===== src/rtl/mps_pkg.sv =====
// Package with the shared types, tag codes and helper functions of the MessagePack decoder.
`timescale 1ns / 1ps
`default_nettype none

package mps_pkg;

	localparam int POS_BITS = 32;
	localparam int CMP_BITS = (POS_BITS > 32) ? POS_BITS : 32;
	localparam int LEN_BITS = 32;
	localparam int VAL_BITS = 64;
	localparam int NEED_BITS = 6;

	localparam logic [POS_BITS-1:0] POS_MAX = '1;
	localparam logic [4:0] FIXSTR_LEN_MASK = 5'b11111;

	localparam logic [7:0] TAG_POSFIX_MAX = 8'h7f;
	localparam logic [7:0] TAG_FIXSTR_MIN = 8'ha0;
	localparam logic [7:0] TAG_FIXSTR_MAX = 8'hbf;
	localparam logic [7:0] TAG_NIL = 8'hc0;
	localparam logic [7:0] TAG_FALSE = 8'hc2;
	localparam logic [7:0] TAG_TRUE = 8'hc3;
	localparam logic [7:0] TAG_BIN8 = 8'hc4;
	localparam logic [7:0] TAG_BIN16 = 8'hc5;
	localparam logic [7:0] TAG_BIN32 = 8'hc6;
	localparam logic [7:0] TAG_F32 = 8'hca;
	localparam logic [7:0] TAG_F64 = 8'hcb;
	localparam logic [7:0] TAG_U8 = 8'hcc;
	localparam logic [7:0] TAG_U16 = 8'hcd;
	localparam logic [7:0] TAG_U32 = 8'hce;
	localparam logic [7:0] TAG_U64 = 8'hcf;
	localparam logic [7:0] TAG_I8 = 8'hd0;
	localparam logic [7:0] TAG_I16 = 8'hd1;
	localparam logic [7:0] TAG_I32 = 8'hd2;
	localparam logic [7:0] TAG_I64 = 8'hd3;
	localparam logic [7:0] TAG_STR8 = 8'hd9;
	localparam logic [7:0] TAG_STR16 = 8'hda;
	localparam logic [7:0] TAG_STR32 = 8'hdb;
	localparam logic [7:0] TAG_NEGFIX_MIN = 8'he0;

	typedef enum logic [1:0] {
		PH_TAG     = 2'd0,
		PH_FIELD   = 2'd1,
		PH_PAYLOAD = 2'd2
	} phase_t;

	typedef enum logic [3:0] {
		KIND_NIL      = 4'd0,
		KIND_FALSE    = 4'd1,
		KIND_TRUE     = 4'd2,
		KIND_SIGNED   = 4'd3,
		KIND_UNSIGNED = 4'd4,
		KIND_F32      = 4'd5,
		KIND_F64      = 4'd6,
		KIND_STR      = 4'd7,
		KIND_BIN      = 4'd8,
		KIND_PAYLOAD  = 4'd9,
		KIND_ERROR    = 4'd10
	} kind_t;

	typedef struct packed {
		logic                valid;
		kind_t               kind;
		logic [VAL_BITS-1:0] value;
		logic [LEN_BITS-1:0] length;
		logic                last;
	} result_t;

	typedef struct packed {
		logic       ok;
		logic [3:0] n;
	} field_info_t;

	// Number of big-endian field bytes after a tag; ok is low for unsupported tags.
	function automatic field_info_t field_info(input logic [7:0] t);
		field_info_t r;
		r.ok = 1'b1;
		r.n = 4'd0;
		unique case (t)
			TAG_BIN8, TAG_U8, TAG_I8, TAG_STR8: r.n = 4'd1;
			TAG_BIN16, TAG_U16, TAG_I16, TAG_STR16: r.n = 4'd2;
			TAG_BIN32, TAG_F32, TAG_U32, TAG_I32, TAG_STR32: r.n = 4'd4;
			TAG_F64, TAG_U64, TAG_I64: r.n = 4'd8;
			TAG_NIL, TAG_FALSE, TAG_TRUE: r.n = 4'd0;
			default: begin
				r.ok = (t <= TAG_POSFIX_MAX) || ((t >= TAG_FIXSTR_MIN) && (t <= TAG_FIXSTR_MAX)) ||
					(t >= TAG_NEGFIX_MIN);
			end
		endcase
		return r;
	endfunction

	// Bytes left between the position and the end of the buffer, never negative.
	function automatic logic [LEN_BITS-1:0] room_left(input logic [LEN_BITS-1:0] len,
		input logic [POS_BITS-1:0] pos);
		logic [CMP_BITS-1:0] len_ext;
		logic [CMP_BITS-1:0] pos_ext;
		logic [CMP_BITS-1:0] diff;
		len_ext = CMP_BITS'(len);
		pos_ext = CMP_BITS'(pos);
		diff = len_ext - pos_ext;
		if (pos_ext >= len_ext) begin
			return '0;
		end
		return diff[LEN_BITS-1:0];
	endfunction

endpackage

`default_nettype wire


===== src/rtl/msgpack_scalar_decoder.sv =====
// Top level of the streaming MessagePack scalar decoder with input and result registers.
`timescale 1ns / 1ps
`default_nettype none

// Streaming MessagePack scalar decoder. One buffer byte is taken per request on the input
// channel, and a new byte can be accepted in every clock cycle unless the result register
// is full and out_ready is low; each byte gives at most one result. A byte is decoded while
// it sits in the input register and its result is written into the result register at the
// next clock edge at which that register is empty or being emptied. The rate is set by the
// update of the decoder state in mps_core. Tag bytes that carry big-endian field bytes give
// no result until the last field byte; string and binary payload bytes each give one. Write
// buffer_length through cfg_we/cfg_wdata while the block is idle.
module msgpack_scalar_decoder import mps_pkg::*; (
	input  wire logic                clk,
	input  wire logic                arst_n,
	input  wire logic                cfg_we,
	input  wire logic [LEN_BITS-1:0] cfg_wdata,
	input  wire logic                in_valid,
	output logic                     in_ready,
	input  wire logic [7:0]          in_byte,
	output logic                     out_valid,
	input  wire logic                out_ready,
	output logic [3:0]               out_kind,
	output logic [VAL_BITS-1:0]      out_value,
	output logic [LEN_BITS-1:0]      out_length,
	output logic                     out_element_end
);

	logic [LEN_BITS-1:0] buffer_length_q;
	logic [7:0]          byte_s1;
	logic                valid_s1;
	logic                step_go;
	result_t             res;
	result_t             res_s2;
	logic                valid_s2;

	// Stage 1 moves on whenever the result register is empty or being emptied.
	assign step_go = valid_s1 && (!valid_s2 || out_ready);
	assign in_ready = !valid_s1 || step_go;

	always_ff @(posedge clk or negedge arst_n) begin
		if (!arst_n) begin
			buffer_length_q <= '0;
		end else if (cfg_we) begin
			buffer_length_q <= cfg_wdata;
		end
	end

	always_ff @(posedge clk or negedge arst_n) begin
		if (!arst_n) begin
			valid_s1 <= 1'b0;
		end else if (in_ready) begin
			valid_s1 <= in_valid;
		end
	end

	always_ff @(posedge clk) begin
		if (in_ready && in_valid) begin
			byte_s1 <= in_byte;
		end
	end

	mps_core u_core (
		.clk           (clk),
		.arst_n        (arst_n),
		.step_en       (step_go),
		.byte_in       (byte_s1),
		.buffer_length (buffer_length_q),
		.res           (res)
	);

	always_ff @(posedge clk or negedge arst_n) begin
		if (!arst_n) begin
			valid_s2 <= 1'b0;
		end else if (step_go) begin
			valid_s2 <= res.valid;
		end else if (out_ready) begin
			valid_s2 <= 1'b0;
		end
	end

	always_ff @(posedge clk) begin
		if (step_go && res.valid) begin
			res_s2 <= res;
		end
	end

	assign out_valid = valid_s2;
	assign out_kind = res_s2.kind;
	assign out_value = res_s2.value;
	assign out_length = res_s2.length;
	assign out_element_end = res_s2.last;

endmodule

`default_nettype wire


===== src/rtl/mps_core.sv =====
// Decoder state registers and the combinational next-state and result logic.
`timescale 1ns / 1ps
`default_nettype none

module mps_core import mps_pkg::*; (
	input  wire logic                clk,
	input  wire logic                arst_n,
	input  wire logic                step_en,
	input  wire logic [7:0]          byte_in,
	input  wire logic [LEN_BITS-1:0] buffer_length,
	output result_t                  res
);

	phase_t              phase_q, phase_n;
	logic [7:0]          tag_q, tag_n;
	logic [3:0]          left_q, left_n;
	logic [VAL_BITS-1:0] acc_q, acc_n;
	logic [LEN_BITS-1:0] pl_q, pl_n;
	logic [POS_BITS-1:0] pos_q, pos_n;
	logic                err_q, err_n;

	logic [POS_BITS-1:0]  pos_inc;
	logic [LEN_BITS-1:0]  room_now;
	logic [LEN_BITS-1:0]  room_after;
	logic [VAL_BITS-1:0]  acc_new;
	logic [VAL_BITS-1:0]  sext;
	logic [LEN_BITS-1:0]  hdr_len;
	logic [LEN_BITS-1:0]  fix_len;
	logic [NEED_BITS-1:0] need;
	field_info_t          tag_info;

	assign pos_inc = (pos_q == POS_MAX) ? pos_q : pos_q + POS_BITS'(1);
	assign room_now = room_left(buffer_length, pos_q);
	assign room_after = room_left(buffer_length, pos_inc);
	assign acc_new = {acc_q[VAL_BITS-9:0], byte_in};
	assign hdr_len = acc_new[LEN_BITS-1:0];
	assign tag_info = field_info(byte_in);
	assign fix_len = LEN_BITS'(byte_in[4:0] & FIXSTR_LEN_MASK);

	always_comb begin
		need = NEED_BITS'(1) + NEED_BITS'(tag_info.n);
		if ((byte_in >= TAG_FIXSTR_MIN) && (byte_in <= TAG_FIXSTR_MAX)) begin
			need = need + NEED_BITS'(byte_in[4:0] & FIXSTR_LEN_MASK);
		end
	end

	// Sign extension by the field width of int8 through int64.
	always_comb begin
		unique case (tag_q[1:0])
			2'd0: sext = {{56{acc_new[7]}}, acc_new[7:0]};
			2'd1: sext = {{48{acc_new[15]}}, acc_new[15:0]};
			2'd2: sext = {{32{acc_new[31]}}, acc_new[31:0]};
			default: sext = acc_new;
		endcase
	end

	always_comb begin
		phase_n = phase_q;
		tag_n = tag_q;
		left_n = left_q;
		acc_n = acc_q;
		pl_n = pl_q;
		pos_n = pos_q;
		err_n = err_q;
		res = '0;
		res.kind = KIND_NIL;
		if (err_q) begin
			res.valid = 1'b1;
			res.kind = KIND_ERROR;
			res.last = 1'b1;
		end else begin
			unique case (phase_q)
				PH_FIELD: begin
					acc_n = acc_new;
					pos_n = pos_inc;
					left_n = (left_q != 4'd0) ? left_q - 4'd1 : left_q;
					if (left_n == 4'd0) begin
						phase_n = PH_TAG;
						res.valid = 1'b1;
						res.last = 1'b1;
						if ((tag_q >= TAG_I8) && (tag_q <= TAG_I64)) begin
							res.kind = KIND_SIGNED;
							res.value = sext;
						end else if ((tag_q >= TAG_U8) && (tag_q <= TAG_U64)) begin
							res.kind = KIND_UNSIGNED;
							res.value = acc_new;
						end else if (tag_q == TAG_F32) begin
							res.kind = KIND_F32;
							res.value = {32'd0, acc_new[31:0]};
						end else if (tag_q == TAG_F64) begin
							res.kind = KIND_F64;
							res.value = acc_new;
						end else if (hdr_len > room_after) begin
							err_n = 1'b1;
							res.kind = KIND_ERROR;
						end else begin
							pl_n = hdr_len;
							if (hdr_len != '0) begin
								phase_n = PH_PAYLOAD;
							end
							res.kind = (tag_q >= TAG_STR8) ? KIND_STR : KIND_BIN;
							res.length = hdr_len;
							res.last = (hdr_len == '0);
						end
					end
				end
				PH_PAYLOAD: begin
					pos_n = pos_inc;
					pl_n = (pl_q != '0) ? pl_q - LEN_BITS'(1) : pl_q;
					if (pl_n == '0) begin
						phase_n = PH_TAG;
					end
					res.valid = 1'b1;
					res.kind = KIND_PAYLOAD;
					res.value = {56'd0, byte_in};
					res.last = (pl_n == '0);
				end
				default: begin
					phase_n = PH_TAG;
					res.valid = 1'b1;
					res.last = 1'b1;
					if (!tag_info.ok) begin
						// Unsupported tags report the tag itself and do not stop decoding.
						pos_n = pos_inc;
						res.kind = KIND_ERROR;
						res.value = {56'd0, byte_in};
					end else if (LEN_BITS'(need) > room_now) begin
						err_n = 1'b1;
						res.kind = KIND_ERROR;
					end else begin
						pos_n = pos_inc;
						tag_n = byte_in;
						if (tag_info.n != 4'd0) begin
							phase_n = PH_FIELD;
							left_n = tag_info.n;
							acc_n = '0;
							res.valid = 1'b0;
							res.last = 1'b0;
						end else if (byte_in <= TAG_POSFIX_MAX) begin
							res.kind = KIND_UNSIGNED;
							res.value = {56'd0, byte_in};
						end else if (byte_in >= TAG_NEGFIX_MIN) begin
							res.kind = KIND_SIGNED;
							res.value = {{56{1'b1}}, byte_in};
						end else if (byte_in == TAG_NIL) begin
							res.kind = KIND_NIL;
						end else if (byte_in == TAG_FALSE) begin
							res.kind = KIND_FALSE;
						end else if (byte_in == TAG_TRUE) begin
							res.kind = KIND_TRUE;
						end else begin
							pl_n = fix_len;
							if (fix_len != '0) begin
								phase_n = PH_PAYLOAD;
							end
							res.kind = KIND_STR;
							res.length = fix_len;
							res.last = (fix_len == '0);
						end
					end
				end
			endcase
		end
	end

	always_ff @(posedge clk or negedge arst_n) begin
		if (!arst_n) begin
			phase_q <= PH_TAG;
			tag_q <= '0;
			left_q <= '0;
			acc_q <= '0;
			pl_q <= '0;
			pos_q <= '0;
			err_q <= 1'b0;
		end else if (step_en) begin
			phase_q <= phase_n;
			tag_q <= tag_n;
			left_q <= left_n;
			acc_q <= acc_n;
			pl_q <= pl_n;
			pos_q <= pos_n;
			err_q <= err_n;
		end
	end

	// Once raised, the range error stays until reset.
	a_err_sticky: assert property (@(posedge clk) disable iff (!arst_n)
		err_q |=> err_q)
		else $error("range error flag cleared without reset");

	// The position counter never moves backward.
	a_pos_mono: assert property (@(posedge clk) disable iff (!arst_n)
		step_en |=> (pos_q >= $past(pos_q)))
		else $error("byte position moved backward");

	// While collecting field bytes at least one byte is still owed.
	a_field_left: assert property (@(posedge clk) disable iff (!arst_n)
		(phase_q == PH_FIELD) |-> (left_q != 4'd0))
		else $error("field phase with no field bytes left");

	// In the error state every byte reports a zero-valued error.
	a_err_result: assert property (@(posedge clk) disable iff (!arst_n)
		err_q |-> (res.valid && (res.kind == KIND_ERROR) && (res.value == '0)))
		else $error("sticky error did not report an error result");

endmodule

`default_nettype wire

===== config.mk =====
export PLATFORM = sky130hd
export DESIGN_NAME = msgpack_scalar_decoder
export DESIGN_NICKNAME = d
export VERILOG_FILES = /design/src/rtl/mps_pkg.sv /design/src/rtl/msgpack_scalar_decoder.sv /design/src/rtl/mps_core.sv
export SDC_FILE = /design/constraint.sdc
export NUM_CORES = 1
export LEC_CHECK = 0
export BUFFER_PORTS_ARGS = -buffer_cell sky130_fd_sc_hd__buf_2
export CAP_MARGIN = 10
export CORE_MARGIN = 2
export CORE_UTILIZATION = 45
export CTS_CLUSTER_SIZE = 16
export DETAILED_ROUTE_END_ITERATION = 8
export GPL_ROUTABILITY_DRIVEN = 0
export GPL_TIMING_DRIVEN = 1
export PLACE_DENSITY = 0.74
export SYNTH_ARGS = -nofsm -noshare
export SYNTH_HDL_FRONTEND = slang
export SYNTH_SLANG_ARGS = --single-unit

===== constraint.sdc =====
create_clock -name clk -period 14.85 [get_ports clk]
set_clock_uncertainty 0.1 [all_clocks]
set_input_delay 4.455 -clock clk [delete_from_list [all_inputs] [get_ports clk]]
set_output_delay 4.455 -clock clk [all_outputs]
set_load 0.01 [all_outputs]

After elaboration in Yosys (flattened, before gate mapping)
Index checks and enable logic that the tools add are counted.
- bits in registers: 278
- bits in latches: 0
- RAM bits: 0
- ROM bits: 0
- output and inout port bits: 103
- logic and storage cells: 229
- memories kept: 0
- add/subtract/negate cells: 7
- $mul: 0
- divide/modulo/power cells: 0
- magnitude comparators: 13
- eq/ne operators: 42
- shifts and indexed selects: 0
- mux-type cells: 111
- bitwise operators: 4
- reductions and logical operators: 37
- operators with widths (cell ; number):
    2-to-1 mux 32 bit ; 23
    2-to-1 mux 33 bit ; 15
    2-to-1 mux 68 bit ; 5
    case mux 64 bit (3 select lines) ; 1
    equality test 8 bit (second input constant) ; 21
    2-to-1 mux 56 bit ; 3
    case mux 69 bit (2 select lines) ; 1
    2-to-1 mux 64 bit ; 2
    case mux 32 bit (2 select lines) ; 2
    case mux 56 bit (2 select lines) ; 1
    2-to-1 mux 102 bit ; 1
    2-to-1 mux 100 bit ; 1
    2-to-1 mux 97 bit ; 1
    logical NOT 32 bit ; 3
    nonzero test 32 bit ; 3
    >= comparator 32 bit ; 2
    subtractor 32 bit ; 2
    2-to-1 mux 4 bit ; 11
    >= comparator 8 bit (second input constant) ; 5
    2-to-1 mux 2 bit ; 17
    adder 32 x 1 -> 32 bit (second input constant) ; 1
    equality test 32 bit (second input constant) ; 1
    greater-than comparator 32 bit ; 1
    greater-than comparator 6 x 32 -> 1 bit ; 1
    other kinds (38) ; 90

Longest topological paths before layout
- depth after elaboration: 17
- mapped depth: 34
- gate-level depth less buffers: 31

Hierarchy
From an unflattened synthesis, not the netlist that was laid out.
- cell total of the unflattened synthesis: 2134
- area total of the unflattened synthesis: 19844.0 µm²
- by module, submodules not included (module ; times used ; cells each ; area an instance (µm²) ; seq. area each (µm²)):
    mps_core ; 1 ; 1947 ; 15129.5 ; 3378.2
    msgpack_scalar_decoder ; 1 ; 187 ; 4714.5 ; 4124.0

Worst setup path before layout
OpenSTA, ideal clock, no wires.
- path type: register to register
- start: register byte_s1[3]
- end: register res_s2 (netlist bit out_element_end), enable pin
- setup time: 0.562 ns
- arrival time: 8.928 ns
- required time: 14.188 ns
- slack: 5.260 ns
- cell stages (with the launch flop): 26
- clock period less this slack: 9.590 ns
- cells stage by stage: edfxtp_1 clkbuf_1 xnor2_1 nand3b_1 a2111oi_0 inv_1 ha_1 nand2_1 nand2_1 ha_1 fa_1 a21o_1 a21oi_1 xor2_1 nor2_1 ha_1 nand4_1 o22a_1 o31ai_1 a2111oi_0 nor4b_1 and4_1 nand4_2 nand4_1 a21oi_1 nor2_1
- word-level cells in the longest chain between the ends: 12
- ends and longest elaborated chain (item ; line ; text):
    start, declared ; msgpack_scalar_decoder.sv:30 ; logic [7:0] byte_s1;
    start signal, assigned ; msgpack_scalar_decoder.sv:59 ; byte_s1 <= in_byte;
    equality test 8 bit ; mps_pkg.sv:78 ; unique case (t)
    OR reduction 5 bit (tied with other cells) ; -- ;
    case mux 4 bit (4 select lines) ; mps_pkg.sv:78 ;
    adder 1 x 4 -> 5 bit ; mps_core.sv:41 ; need = NEED_BITS'(1) + NEED_BITS'(tag_info.n);
    adder 6 x 5 -> 6 bit ; mps_core.sv:43 ; need = need + NEED_BITS'(byte_in[4:0] & FIXSTR_LEN_MASK);
    2-to-1 mux 6 bit ; mps_core.sv:42 ; if ((byte_in >= TAG_FIXSTR_MIN) && (byte_in <= TAG_FIXSTR_MAX)) begin
    greater-than comparator 6 x 32 -> 1 bit ; mps_core.sv:127 ; end else if (LEN_BITS'(need) > room_now) begin
    2-to-1 mux 1 bit ; mps_core.sv:127 ;
    2-to-1 mux 1 bit * ; mps_core.sv:122 ; if (!tag_info.ok) begin
    case mux 69 bit (2 select lines) * ; mps_core.sv:72 ; unique case (phase_q)
    2-to-1 mux 5 bit * ; mps_core.sv:67 ; if (err_q) begin
    logical AND 1 bit * ; msgpack_scalar_decoder.sv:83 ; if (step_go && res.valid) begin
    end signal, assigned ; msgpack_scalar_decoder.sv:84 ; res_s2 <= res;
    end, declared ; msgpack_scalar_decoder.sv:34 ; result_t res_s2;
Mark *: on every way between the ends. The rest lies on a longest branch, timed or not.
A chain may end at the register's enable or synchronous reset.

Worst setup path in the final report
- start: input out_ready
- end: output in_ready
- word-level cells in the longest chain between the ends: 3
- ends and longest elaborated chain (item ; line ; text):
    start, declared ; msgpack_scalar_decoder.sv:22 ; input wire logic out_ready,
    logical OR 1 bit ; msgpack_scalar_decoder.sv:38 ; assign step_go = valid_s1 && (!valid_s2 || out_ready);
    logical AND 1 bit ; msgpack_scalar_decoder.sv:38 ;
    logical OR 1 bit ; msgpack_scalar_decoder.sv:39 ; assign in_ready = !valid_s1 || step_go;
    end, declared ; msgpack_scalar_decoder.sv:19 ; output logic in_ready,
No other way between the ends.

==> results.sh <==
export IMPL_timing_hold_worst_class="reg -> reg"
export IMPL_mean_instance_size_in_the_synthesized_netlist_sq_um=9.329
export IMPL_post_synth_main_area_contributors="sky130_fd_sc_hd__dfrtp_1, sky130_fd_sc_hd__edfxtp_1, sky130_fd_sc_hd__ha_1"
export IMPL_static_power_due_to_leakage_nw=9.093
export IMPL_gr_usage_met2_pct=40.03
export IMPL_worst_endpoint_required_ns=10.30
export IMPL_numClockSinks=278
export IMPL_vias=16940
export IMPL_synth_most_common_cell="sky130_fd_sc_hd__nand2_1"
export IMPL_post_cts_repair_setup_buffers=0
export IMPL_max_slew_margin_pct=22.34
export IMPL_cts_resized=0
export IMPL_fin_nets=2294
export IMPL_worst_setup_hold_path_clk_slew_ns=0.06
export IMPL_final_setup_tns_ns=0
export IMPL_route_detailed_wl_per_inst_microns=20.27
export IMPL_ys_types=91
export IMPL_grt_setup_unrepaired="false"
export IMPL_final_min_clock_period_ns=9.727
export IMPL_share_of_the_synthesized_area_in_compound_gates_ao_oa_aoi_oai_pct=22.78
export IMPL_worst_case_setup_margin_in_the_final_layout_ns=5.123
export IMPL_drt_initial_violations=1570
export IMPL_setup_crit_path_kind="in -> out"
export IMPL_result_of_the_run="complete, no violations"
export IMPL_global_route_met3_usage_pct=3.112
export IMPL_cts_root_to_sink_buffers=3
export IMPL_die_y_microns=209.8
export IMPL_ys_async_sr_fraction_pct=60.79
export IMPL_port_buffer_count=147
export IMPL_synth_simple_gate_area_share_pct=17.79
export IMPL_tightestPinTransition_ns=1.158
export IMPL_grt_first_pass_wirelength_microns=87440
export IMPL_gate_count_post_synth=2042
export IMPL_slew_viol_final=0
export IMPL_drive_above_1_share_pct=15.01
export IMPL_globalRouteMet1Util_pct=33.54
export IMPL_synth_commonest_cells="sky130_fd_sc_hd__nand2_1, sky130_fd_sc_hd__a21oi_1, sky130_fd_sc_hd__dfrtp_1"
export IMPL_grt_overflow=0
export IMPL_netlist_top_cell_by_area="sky130_fd_sc_hd__dfrtp_1"
export IMPL_vdd_drop_max_v=0.0001068
export IMPL_netlist_area_leader_share_pct=22.20
export IMPL_placeableCoreArea_sq_um=41850
export IMPL_synthToLayoutAreaGrowth_pct=11.89
export IMPL_drc_errors=0
export IMPL_postRouteAntennaNets=0
export IMPL_floorplan_initialDensity_pct=45.52
export IMPL_yosys_register_bits=278
export IMPL_max_cap_violations=0
export IMPL_crit_path_max_fanout=4
export IMPL_post_synth_mux_area_share_pct=3.290
export IMPL_synth_warnings=0
export IMPL_finalHoldViolCount=0
export IMPL_grt_util_all_layers_pct=24.55
export IMPL_grt_start_max_net_pins=91
export IMPL_clk_latency_ns=0.60
export IMPL_die_w_microns=209.8
export IMPL_final_setup_viol_count=0
export IMPL_dp_hpwl_microns=39520
export IMPL_synth_net_count=2203
export IMPL_powerDensity_nw_per_um2=169.7
export IMPL_area_of_the_mapped_netlist_sq_um=19050
export IMPL_vias_in_the_first_global_route=16160
export IMPL_synth_top_family_by_area="compound AO/OA/AOI/OAI gates"
export IMPL_floorplan_rows=75
export IMPL_postSynth_topFlopCell="sky130_fd_sc_hd__dfrtp_1"
export IMPL_start_kind="input pin"
export IMPL_filler_cell_count=3790
export IMPL_initial_antenna_violation_count=0
export IMPL_cp_end_kind="primary output"
export IMPL_worst_ep_arrival_time_ns=5.17
export IMPL_synth_yosys_seq_area_share_pct=39.38
export IMPL_synth_xor_area_share_pct=5.051
export IMPL_dp_slack_ns=5.128
export IMPL_number_of_flops_mapped_to_enable_cells_by_yosys=109
export IMPL_cts_tree="yes"
export IMPL_grt_busiest_layer="met2"
export IMPL_cts_buffers_inserted=31
export IMPL_htree_levels=1
export IMPL_finish_utilization_pct=50.93
export IMPL_wirelength_microns=54680
export IMPL_cts_hold_fix_buffers=0
export IMPL_synth_fa_ha_area_share_pct=7.789
export IMPL_firstDrtPassIters=6
export IMPL_insertedDiodeCount=0
export IMPL_max_freq_mhz=102.8
export IMPL_number_of_primary_i_o_pins=148
export IMPL_drt_vias_per_instance=6.281
export IMPL_min_period_over_period_pct=65.50
export IMPL_dieArea_sq_um=44000
export IMPL_clock_tree_root_cell="sky130_fd_sc_hd__clkbuf_16"
==> report_power, final <==
part | total (mW) | leakage, nW | internal, mW | switching (mW)
combinational | 1.59 | 5.31 | 0.590 | 0.998
clock | 0.835 | 0.530 | 0.501 | 0.334
sequential | 1.19 | 3.25 | 0.991 | 0.202
==> registers in the layout (all words and copies together), names as in the netlist, named ones only <==
register         count
u_core.tag_q         8
u_core.pos_q        31
out_element_end      1
u_core.acc_q        56
u_core.pl_q         32
buffer_length_q     32
valid_s1             1
u_core.left_q        4
out_length          32
out_kind             4
out_valid            1
byte_s1              8
u_core.phase_q       2
out_value           64
u_core.err_q         1
==> layout by cell type, fill, tap and decap left out, types with 14 or more instances in the layout <==
master / netlist / final
sky130_fd_sc_hd__xnor2_1: 87 / 87
sky130_fd_sc_hd__buf_2: 18 / 146
sky130_fd_sc_hd__or3_1: 25 / 25
sky130_fd_sc_hd__inv_1: 74 / 74
sky130_fd_sc_hd__mux2_2: 45 / 45
sky130_fd_sc_hd__clkbuf_16: 0 / 31
sky130_fd_sc_hd__o21ai_0: 114 / 114
sky130_fd_sc_hd__edfxtp_1: 109 / 109
sky130_fd_sc_hd__nor3_1: 51 / 50
sky130_fd_sc_hd__xor2_1: 21 / 21
sky130_fd_sc_hd__ha_1: 113 / 113
sky130_fd_sc_hd__and3_1: 30 / 30
sky130_fd_sc_hd__a21oi_1: 181 / 180
sky130_fd_sc_hd__o211ai_1: 21 / 21
sky130_fd_sc_hd__nand2b_1: 19 / 19
sky130_fd_sc_hd__nor4_1: 24 / 23
sky130_fd_sc_hd__nand4_1: 31 / 31
sky130_fd_sc_hd__a211oi_1: 31 / 31
sky130_fd_sc_hd__nand2_1: 187 / 187
sky130_fd_sc_hd__and2_1: 43 / 43
sky130_fd_sc_hd__dfrtp_1: 169 / 168
sky130_fd_sc_hd__or2_2: 22 / 22
sky130_fd_sc_hd__a21o_1: 58 / 58
sky130_fd_sc_hd__nand3_1: 43 / 42
sky130_fd_sc_hd__o21a_1: 22 / 22
sky130_fd_sc_hd__nor2b_1: 14 / 14
sky130_fd_sc_hd__o31ai_1: 19 / 19
sky130_fd_sc_hd__nor2_1: 105 / 102
sky130_fd_sc_hd__a22o_1: 56 / 56
sky130_fd_sc_hd__buf_4: 2 / 20
==> kinds of logic (layout without fill, tap and decap cells) <==
kind of cell	after synthesis	count (layout)
AO/OA/AOI/OAI	643	643
multiplexers	57	57
flip-flops	278	278
buffers and inverters	184	300
other	1	1
adder cells (fa/ha/maj)	117	117
XOR/XNOR	109	109
AND/OR/NAND/NOR	653	653
==> routing by layer <==
| layer | up-vias | routed length (microns) | part of all wire, % |
|---|---|---|---|
| met1 | 8160 | 23410 | 43 |
| li1 | 7820 | - | - |
| met3 | 147 | 4029 | 7.4 |
| met5 | - | 0 | 0 |
| met4 | 0 | 2051 | 3.8 |
| met2 | 812 | 25180 | 46 |
==> critical path: stages <==
cell and delay (ns):
sky130_fd_sc_hd__buf_2 0.09, sky130_fd_sc_hd__nand2b_1 0.17, sky130_fd_sc_hd__or2_2 0.31, sky130_fd_sc_hd__buf_2 0.15
==> metrics by stage <==
stage                     total power, mW  std cells  hold WS [ns]  area (sq um)
after floorplan                     2.296       2042        0.3668         19050
after global placement              2.697       2637        0.3879         20200
after detailed placement            2.749       2637        0.3861         20200
after CTS                           3.591       2695        0.4057         21300
after global routing                3.829       2697        0.4233         21320
final                               3.616       2697        0.4056         21320
==> path summary, 6_finish.rpt <==
check | start | end | slack, ns | depth (start not counted)
max in group asynchronous | arst_n | u_core.err_q$_DFFE_PN0P_ | 9.14 | 2
min | u_core.acc_q[54]$_DFFE_PN0P_ | u_core.acc_q[54]$_DFFE_PN0P_ | 0.41 | 1
min reg2reg | u_core.acc_q[54]$_DFFE_PN0P_ | u_core.acc_q[54]$_DFFE_PN0P_ | 0.41 | 1
min in group asynchronous | arst_n | u_core.pl_q[26]$_DFFE_PN0P_ | 3.84 | 1
max | out_ready | in_ready | 5.12 | 4
max reg2reg | u_core.pos_q[0]$_DFFE_PN0P_ | u_core.pl_q[12]$_DFFE_PN0P_ | 5.66 | 32
==> final cells by class <==
type,instances,area (sq um),share of cell area (%)
Tap cell,539,674.4,3.164
Inverter,75,281.5,1.321
Sequential cell,278,7503,35.20
Clock buffer,38,822.0,3.857
Clock inverter,20,281.5,1.321
Multi-Input combinational cell,1580,10860,50.95
Timing Repair Buffer,167,892.1,4.185
Power figures use the tool's default switching activity.
